`src/hdl/supply_reply_parser_assert.svh`:
```
// ----------------------------------------------------------------------------
// Supply reply parser assertion macros
// Concurrent assertion wrappers for simulation; empty for synthesis.
// ----------------------------------------------------------------------------
`ifndef SUPPLY_REPLY_PARSER_ASSERT_SVH
`define SUPPLY_REPLY_PARSER_ASSERT_SVH
`ifndef SYNTHESIS
// same-cycle implication
`define SRP_ASSERT_IMP(label, clk, rst_n, cond, prop, msg) \
	label: assert property (@(posedge clk) disable iff (!rst_n) (cond) |-> (prop)) \
		else $error(msg);
// next-cycle implication
`define SRP_ASSERT_NXT(label, clk, rst_n, cond, prop, msg) \
	label: assert property (@(posedge clk) disable iff (!rst_n) (cond) |=> (prop)) \
		else $error(msg);
`else
`define SRP_ASSERT_IMP(label, clk, rst_n, cond, prop, msg)
`define SRP_ASSERT_NXT(label, clk, rst_n, cond, prop, msg)
`endif
`endif

```
`src/hdl/srp_pkg.sv`:
```
// ----------------------------------------------------------------------------
// Supply reply parser package
// Payload types, reply kind codes and character helpers.
// ----------------------------------------------------------------------------
package srp_pkg;

	localparam int unsigned MAX_LINE_CHARS = 40;

	// line position thresholds (position = characters already taken)
	localparam logic [5:0] POS_MAX     = 6'd63;
	localparam logic [5:0] POS_OVERLONG = 6'(MAX_LINE_CHARS);
	localparam logic [5:0] POS_REPORT_MIN = 6'd14;

	localparam logic [7:0] CH_ACK     = 8'h41; // 'A'
	localparam logic [7:0] CH_REPORT  = 8'h52; // 'R'
	localparam logic [7:0] CH_VERSION = 8'h42; // 'B'
	localparam logic [7:0] CH_ERROR   = 8'h45; // 'E'
	localparam logic [7:0] CH_ZERO    = 8'h30;
	localparam logic [7:0] CH_ONE     = 8'h31;
	localparam logic [7:0] CH_SIX     = 8'h36;
	localparam logic [7:0] CH_NINE    = 8'h39;

	localparam logic [2:0] ERR_NONE    = 3'd0;
	localparam logic [2:0] ERR_UNKNOWN = 3'd7;

	localparam logic [8:0] FAULT_MASK = 9'h17E;

	typedef enum logic [2:0] {
		KIND_ACK       = 3'd0,
		KIND_REPORT    = 3'd1,
		KIND_VERSION   = 3'd2,
		KIND_ERROR     = 3'd3,
		KIND_MALFORMED = 3'd4
	} kind_t;

	typedef struct packed {
		logic [7:0] rx_char;
		logic       line_end;
	} chr_t;

	typedef struct packed {
		kind_t       reply_kind;
		logic [2:0]  error_code;
		logic        checksum_ok;
		logic [11:0] voltage_monitor;
		logic [11:0] current_monitor;
		logic [11:0] filament_monitor;
		logic [8:0]  status_flags;
		logic        fault_active;
		logic [15:0] version_number;
	} reply_t;

	// per-line state as seen after folding in the current body character
	typedef struct packed {
		logic [5:0]       pos;
		logic [7:0]       prev_char;
		logic [7:0]       body_sum;
		logic [7:0]       lead_char;
		logic [7:0]       code_char;
		logic [2:0][11:0] mon;
		logic [8:0]       status;
		logic [15:0]      version;
	} view_t;

	function automatic logic is_dec(logic [7:0] c);
		return (c >= CH_ZERO) && (c <= CH_NINE);
	endfunction

	// non-hex characters count as zero
	function automatic logic [3:0] hex_value(logic [7:0] c);
		logic [3:0] v;
		v = 4'd0;
		if (is_dec(c))
			v = c[3:0];
		else if ((c >= 8'h41 && c <= 8'h46) || (c >= 8'h61 && c <= 8'h66))
			v = 4'(c[2:0] + 3'd1) + 4'd8;
		return v;
	endfunction

endpackage

```
`src/hdl/srp_line.sv`:
```
// ----------------------------------------------------------------------------
// Supply reply parser line state
// Two-character hold line, body sum, field capture and version accumulator.
// ----------------------------------------------------------------------------
module srp_line (
	input  logic          clk,
	input  logic          arst_n,
	input  logic          take,
	input  logic [7:0]    ch,
	input  logic          last,
	output srp_pkg::view_t view
);
	import srp_pkg::*;

	logic [15:0]      held_q;
	logic [5:0]       pos_q;
	logic [7:0]       sum_q;
	logic [7:0]       lead_q;
	logic [7:0]       code_q;
	logic [2:0][11:0] mon_q;
	logic [8:0]       status_q;
	logic [15:0]      version_q;
	logic             run_q;

	logic [7:0]  b;
	logic [3:0]  hx;
	logic [19:0] vnext;
	logic        run_d;
	view_t       upd;

	assign b  = held_q[15:8];
	assign hx = hex_value(b);
	assign vnext = 20'(version_q) * 20'd10 + {16'd0, b[3:0]};

	// fold the character leaving the hold line into the body
	always_comb begin
		upd.pos       = pos_q;
		upd.prev_char = held_q[7:0];
		upd.body_sum  = sum_q;
		upd.lead_char = lead_q;
		upd.code_char = code_q;
		upd.mon       = mon_q;
		upd.status    = status_q;
		upd.version   = version_q;
		run_d         = run_q;
		if (pos_q >= 6'd2) begin
			upd.body_sum = sum_q + b;
			if (pos_q == 6'd2)
				upd.lead_char = b;
			if (pos_q == 6'd3)
				upd.code_char = b;
			case (pos_q) inside
				[6'd3:6'd5]:   upd.mon[0] = {mon_q[0][7:0], hx};
				[6'd6:6'd8]:   upd.mon[1] = {mon_q[1][7:0], hx};
				[6'd9:6'd11]:  upd.mon[2] = {mon_q[2][7:0], hx};
				6'd12:         upd.status = {hx, status_q[4:0]};
				6'd13:         upd.status = {status_q[8:5], hx, status_q[0]};
				6'd14:         upd.status = {status_q[8:1], hx[0]};
				default:       ;
			endcase
			if (pos_q >= 6'd3 && run_q) begin
				if (is_dec(b))
					upd.version = (vnext > 20'd65535) ? 16'hFFFF : vnext[15:0];
				else
					run_d = 1'b0;
			end
		end
	end

	assign view = upd;

	always_ff @(posedge clk or negedge arst_n) begin
		if (!arst_n) begin
			held_q    <= '0;
			pos_q     <= '0;
			sum_q     <= '0;
			lead_q    <= '0;
			code_q    <= '0;
			mon_q     <= '0;
			status_q  <= '0;
			version_q <= '0;
			run_q     <= 1'b1;
		end else if (take) begin
			if (last) begin
				held_q    <= '0;
				pos_q     <= '0;
				sum_q     <= '0;
				lead_q    <= '0;
				code_q    <= '0;
				mon_q     <= '0;
				status_q  <= '0;
				version_q <= '0;
				run_q     <= 1'b1;
			end else begin
				held_q    <= {held_q[7:0], ch};
				pos_q     <= (pos_q == POS_MAX) ? pos_q : pos_q + 6'd1;
				sum_q     <= upd.body_sum;
				lead_q    <= upd.lead_char;
				code_q    <= upd.code_char;
				mon_q     <= upd.mon;
				status_q  <= upd.status;
				version_q <= upd.version;
				run_q     <= run_d;
			end
		end
	end

endmodule

```
`src/hdl/supply_reply_parser.sv`:
```
// ----------------------------------------------------------------------------
// Supply reply parser
// Decodes one reply line of a high-voltage supply into a reply record.
// ----------------------------------------------------------------------------
//   channel | signals                          | transfer moves
//   --------+----------------------------------+-----------------------------
//   chr     | chr_valid, chr_ready, chr        | one line character + end mark
//   reply   | reply_valid, reply_ready, reply  | one decoded reply per line
//
// A character transfer lands in the input register; from there it is folded
// into the line state and, on the final character, loads the reply register.
// One character per cycle sustained unless a stalled reply holds a line end;
// reply_valid rises once the final character moves from input to reply register.
// Reset (arst_n low) clears the line state, both valid flags and all counters.
// A stalled reply holds only the final character of the next line; any
// other character keeps flowing into the line state.
// ----------------------------------------------------------------------------
`include "supply_reply_parser_assert.svh"

module supply_reply_parser (
	input  logic            clk,
	input  logic            arst_n,
	input  logic            chr_valid,
	output logic            chr_ready,
	input  srp_pkg::chr_t   chr,
	output logic            reply_valid,
	input  logic            reply_ready,
	output srp_pkg::reply_t reply
);
	import srp_pkg::*;

	logic   valid_s1;
	chr_t   chr_s1;
	logic   adv_s1;
	logic   load;
	view_t  view;
	reply_t rep_d;
	reply_t reply_q;
	logic   reply_valid_q;
	logic   ck_ok;
	logic   is_report;
	logic   is_version;

	// advance the input stage unless it holds a line end facing a full reply
	assign adv_s1    = valid_s1 && (!chr_s1.line_end || !reply_valid_q || reply_ready);
	assign chr_ready = !valid_s1 || adv_s1;
	assign load      = adv_s1 && chr_s1.line_end;

	always_ff @(posedge clk or negedge arst_n) begin
		if (!arst_n)
			valid_s1 <= 1'b0;
		else if (chr_ready)
			valid_s1 <= chr_valid;
	end

	// payload needs no reset
	always_ff @(posedge clk) begin
		if (chr_valid && chr_ready)
			chr_s1 <= chr;
	end

	srp_line u_line (
		.clk    (clk),
		.arst_n (arst_n),
		.take   (adv_s1),
		.ch     (chr_s1.rx_char),
		.last   (chr_s1.line_end),
		.view   (view)
	);

	// checksum: last two characters as a hex byte against the body sum
	assign ck_ok = (view.pos >= 6'd1) &&
		({hex_value(view.prev_char), hex_value(chr_s1.rx_char)} == view.body_sum);

	// classify the line
	always_comb begin
		rep_d             = '0;
		rep_d.checksum_ok = ck_ok;
		rep_d.reply_kind  = KIND_MALFORMED;
		rep_d.error_code  = ERR_NONE;
		if (view.pos >= 6'd2 && view.pos < POS_OVERLONG) begin
			case (view.lead_char)
				CH_ACK:    rep_d.reply_kind = KIND_ACK;
				CH_REPORT: begin
					if (view.pos >= POS_REPORT_MIN)
						rep_d.reply_kind = KIND_REPORT;
				end
				CH_VERSION: begin
					if (view.pos >= 6'd3 && is_dec(view.code_char))
						rep_d.reply_kind = KIND_VERSION;
				end
				CH_ERROR: begin
					rep_d.reply_kind = KIND_ERROR;
					if (view.pos >= 6'd3 && view.code_char >= CH_ONE
							&& view.code_char <= CH_SIX)
						rep_d.error_code = view.code_char[2:0];
					else
						rep_d.error_code = ERR_UNKNOWN;
				end
				default: ;
			endcase
		end
		is_report  = (rep_d.reply_kind == KIND_REPORT);
		is_version = (rep_d.reply_kind == KIND_VERSION);
		// zero the fields that do not belong to this kind
		if (is_report) begin
			rep_d.voltage_monitor  = view.mon[0];
			rep_d.current_monitor  = view.mon[1];
			rep_d.filament_monitor = view.mon[2];
			rep_d.status_flags     = view.status;
			rep_d.fault_active     = |(view.status & FAULT_MASK);
		end
		if (is_version)
			rep_d.version_number = view.version;
	end

	// reply register: load on a line end, drop once taken
	always_ff @(posedge clk or negedge arst_n) begin
		if (!arst_n)
			reply_valid_q <= 1'b0;
		else if (load)
			reply_valid_q <= 1'b1;
		else if (reply_ready)
			reply_valid_q <= 1'b0;
	end

	always_ff @(posedge clk) begin
		if (load)
			reply_q <= rep_d;
	end

	assign reply_valid = reply_valid_q;
	assign reply       = reply_q;

	`SRP_ASSERT_IMP(a_reply_from_line_end, clk, arst_n, $rose(reply_valid_q), $past(load), "reply raised without a line end")
	`SRP_ASSERT_NXT(a_pos_clear, clk, arst_n, load, view.pos == 6'd0, "line position not cleared after line end")
	`SRP_ASSERT_IMP(a_report_fields, clk, arst_n, reply_valid_q && reply_q.reply_kind != KIND_REPORT, reply_q.status_flags == 9'd0 && !reply_q.fault_active && reply_q.voltage_monitor == 12'd0, "report fields set on a non-report reply")
	`SRP_ASSERT_IMP(a_error_code, clk, arst_n, reply_valid_q && reply_q.reply_kind != KIND_ERROR, reply_q.error_code == ERR_NONE, "error code set on a non-error reply")
	`SRP_ASSERT_IMP(a_no_overwrite, clk, arst_n, reply_valid_q && !reply_ready, !load, "reply overwritten while stalled")

endmodule
```
`config.mk`:
```
export PLATFORM = sky130hd
export DESIGN_NAME = supply_reply_parser
export DESIGN_NICKNAME = d
export VERILOG_FILES = /design/src/hdl/srp_pkg.sv /design/src/hdl/srp_line.sv /design/src/hdl/supply_reply_parser.sv
export VERILOG_INCLUDE_DIRS = /design/src /design/src/hdl
export SDC_FILE = /design/constraint.sdc
export NUM_CORES = 1
export LEC_CHECK = 0
export ABC_AREA = 1
export BUFFER_PORTS_ARGS = -buffer_cell sky130_fd_sc_hd__buf_2
export CAP_MARGIN = 20
export CORE_UTILIZATION = 25
export DETAILED_ROUTE_END_ITERATION = 10
export SYNTH_ARGS = -nofsm -noshare
export SYNTH_HDL_FRONTEND = slang
export SYNTH_SLANG_ARGS = --single-unit
export TNS_END_PERCENT = 20
```
`constraint.sdc`:
```
create_clock -name clk -period 3.26 [get_ports clk]
set_input_delay 0.326 -clock clk [delete_from_list [all_inputs] [get_ports clk]]
set_output_delay 0.326 -clock clk [all_outputs]
set_load 0.02 [all_outputs]
```
==> impl_metrics.yaml <==
yosys:
  yosys-top-cells-area: "dfrtp_1, edfxtp_1, nand2_1, inv_1, ha_1"
  synth_cell_types: 47
  ys_ff_latch: 188
  postSynthAreaPerCell_um2: 8.42
  ys_seq_area_share_pct: 46.1
  synth_top_area_share_pct: 24.7
  synth_most_common_cell: "nand2_1"
  synth_nets: 1381
  syn_inst: 1313
  synth_area_mm2: 0.0111
  yosysTopAreaCell: "dfrtp_1"
  synth_edf_count: 78
  yosysWarningCount: 0
  synth_flop_cell: "dfrtp_1"
  yosys-top-cells-count: "nand2_1, inv_1, dfrtp_1"
  async_flop_share_pct: 58.5
die:
  dieWidth_um: 212
  row_count: 76
  io_pins: 84
  dieArea_mm2: 0.0450
  coreArea_mm2: 0.0434
  initial_utilization_pct: 25.5
  die-height_um: 212
power_and_ir_drop:
  clock_power_share_pct: 30.3
  netSwitchingFraction_pct: 34.8
  ir_drop_v: 0.000277
  p_leak_nw: 6.14
  p_int_mw: 4.30
  pwr-share-comb_pct: 26.1
  power_density_mw_per_mm2: 493
  p_switching_mw: 2.30
  pwr-share-seq_pct: 43.6
sta:
  slew_headroom_pct: 41.6
  fin_crit_ns: 3.21
  worst_slew_pin_slew_ns: 0.877
  fin_crit_sh_pct: 98.4
  rsz0062_at_grt: "yes"
  setup_ws_ns: 0.0527
  hold_viol_final: 0
  clock.fmax_mhz: 312
  skew_ns: 0.0108
  drv_slew: 0
  setup_viol: 0
  final.setup.tns_ns: 0
clock_tree:
  numClockSinks: 188
  clk_pin_slew_ns: 0.08
  clk_latency_ns: 0.45
  clockRootBuffer: "clkbuf_16"
  cts_buffers: 17
  htreeDepth: 4
  cts_tree: "done"
  clockBufferDepth: 2
routing:
  drc_errors: 0
  post_drt_wl_per_cell_um: 13.9
  drtAntennaViolNets: 0
  vias: 9186
  dr.pass1.iters: 5
  drt_iter0_markers: 653
  avgViaCountPerCell: 4.55
  wl_um: 28100
critical_path:
  required_ns: 3.46
  worst-path-max-fanout: 5
  setup.worst_path.start_class: "flop"
  worstPathArrival_ns: 3.41
  worstSetupEndpointType: "flop"
  r2r_cells: 21
  worstSetupPathType: "reg -> reg"
worst_hold_path:
  hold_path_class: "in -> reg"
  hold_depth: 1
final_layout:
  seq_area_mm2: 0.00510
  final_util_pct: 30.8
  nFillCells: 4578
  multi_input_area_mm2: 0.00543
  num-nets-final: 1489
  drive_above_1_share_pct: 22.7
  final_cell_area_mm2: 0.0134
  n_antenna_cell: 0
  area_growth_pct: 21.0
placed_design:
  place_area_mm2: 0.0123
  dp.final_hpwl_um: 20200
  post-place-ws_ns: -0.0174
  routabilityCongestion: 0.880
  numPortBuffers: 83
global_routing:
  grt_first_pass_wirelength_um: 44700
  antenna_found_initial: 0
  grtUsageTotal_pct: 12.5
  grt_overflow_total: 0
  grt_pass1_vias: 8657
  grt_max_degree: 75
flow_run:
  cap_viol_max_count: 0
run_status:
  status: "finished, final reports clean"
[metal layers]
metal	vias up	part of all wire, %	routed length (µm)	global-route usage (%)
li1	4571	-	-	-
met1	4377	50	14000	17.6
met2	211	45	12800	19.8
met3	27	4.1	1140	2.38
met4	0	0.96	270	2.88
met5	-	0	0	0
[layout make-up]
class,count,share of cell area (%)
well taps,585,5.47
repair buffers,129,6.58
clock buffers,20,3.34
multi-input cells,902,40.6
inverters,183,5.15
clock inverters,12,0.748
flip-flops and latches,188,38.1
[timing repair]
action / CTS / global route
hold buffers: 1 / 0
setup buffers: 1 / 6
endpoints found under the setup margin: 11 / 32
hold endpoints to repair: 40 / 0
pin swaps: 2 / 38
cloned: 0 / 2
resized for setup: 1 / 108
[sequential cells by signal (all words and copies together), names as in the netlist]
| register | flops |
|---|---|
| reply | 69 |
| u_line.mon_q | 36 |
| u_line.held_q | 16 |
| u_line.version_q | 16 |
| chr_s1 | 9 |
| u_line.status_q | 9 |
| u_line.code_q | 8 |
| u_line.lead_q | 8 |
| u_line.sum_q | 8 |
| u_line.pos_q | 6 |
| reply_valid | 1 |
| u_line.run_q | 1 |
| valid_s1 | 1 |
[worst max-delay path, cell delays in order (launching register included)]
cell	delay, ns
dfrtp_1	0.41
ha_1	0.29
ha_2	0.18
inv_2	0.04
fa_2	0.39
inv_2	0.12
nand2_2	0.05
nand2_2	0.05
nand3_2	0.09
nand2_2	0.12
nand2_2	0.07
nand2_4	0.10
nand2_4	0.06
nor2_4	0.12
nand4_1	0.09
nand2_1	0.10
nand2_2	0.07
nor2_4	0.20
clkbuf_16	0.21
nand3_4	0.08
nand2_2	0.08
nor2_1	0.04
[worst paths after layout]
| path | start | to | slack, ns |
|---|---|---|---|
| max | u_line.version_q[3] | reply[5] | 0.05 |
| min | chr[4] | chr_s1[4] | 0.05 |
| max reg2reg | u_line.version_q[3] | reply[5] | 0.05 |
| min reg2reg | u_line.run_q | u_line.run_q | 0.47 |
| max in group asynchronous | arst_n | u_line.version_q[10] | 2.04 |
| min in group asynchronous | arst_n | u_line.mon_q[20] | 0.44 |
[cells by family (layout without fill, tap and decap cells)]
logic type / count (synthesis) / in the layout / synth area share [%]
compound gates: 218 / 218 / 11.1
xor+xnor: 17 / 17 / 1.35
fa+ha+maj: 55 / 55 / 6.43
buf+inv: 223 / 344 / 8.47
flops: 188 / 188 / 46.1
mux: 3 / 3 / 0.272
simple gates: 609 / 609 / 26.3
[layout by cell type, fill, tap and decap left out, types with 5 or more instances in the layout]
master       n
dfrtp_1    106
buf_4       37
nand3_2     18
ha_1        41
edfxtp_1    78
o21ai_0     98
nand3_4     13
or2_2       13
nand2_1    289
nor2_1      85
nand4_1     23
nand3_1     58
o22ai_1     70
o21ai_1      5
xnor2_1      8
nor3_1       7
nor2_4      36
a21oi_1     28
nor2_2      12
clkbuf_16   19
nand2_4      5
xor2_1       8
ha_2         8
inv_2       11
buf_12       6
inv_1      171
or2_1        5
buf_2       82
nand2_2     33
[power by group through the flow]
stage	clock network, mW	logic (mW)	registers, mW
final	2.00	1.72	2.88
after global routing	2.12	1.94	2.91
after CTS	2.05	1.72	2.88
after detailed placement	0	1.71	2.92
after global placement	0	1.67	2.92
after floorplan	0	1.22	2.94
[per-stage QoR]
step                total power [mW]  hold WS, ns  instances
detailed placement              4.63        0.375       1977
global route                    6.96       0.0293       2019
global placement                4.59        0.375       1977
floorplan                       4.16       0.0304       1313
CTS                             6.64       0.0288       2011
finish                          6.60       0.0474       2019
(Power assumes the default switching activity.)
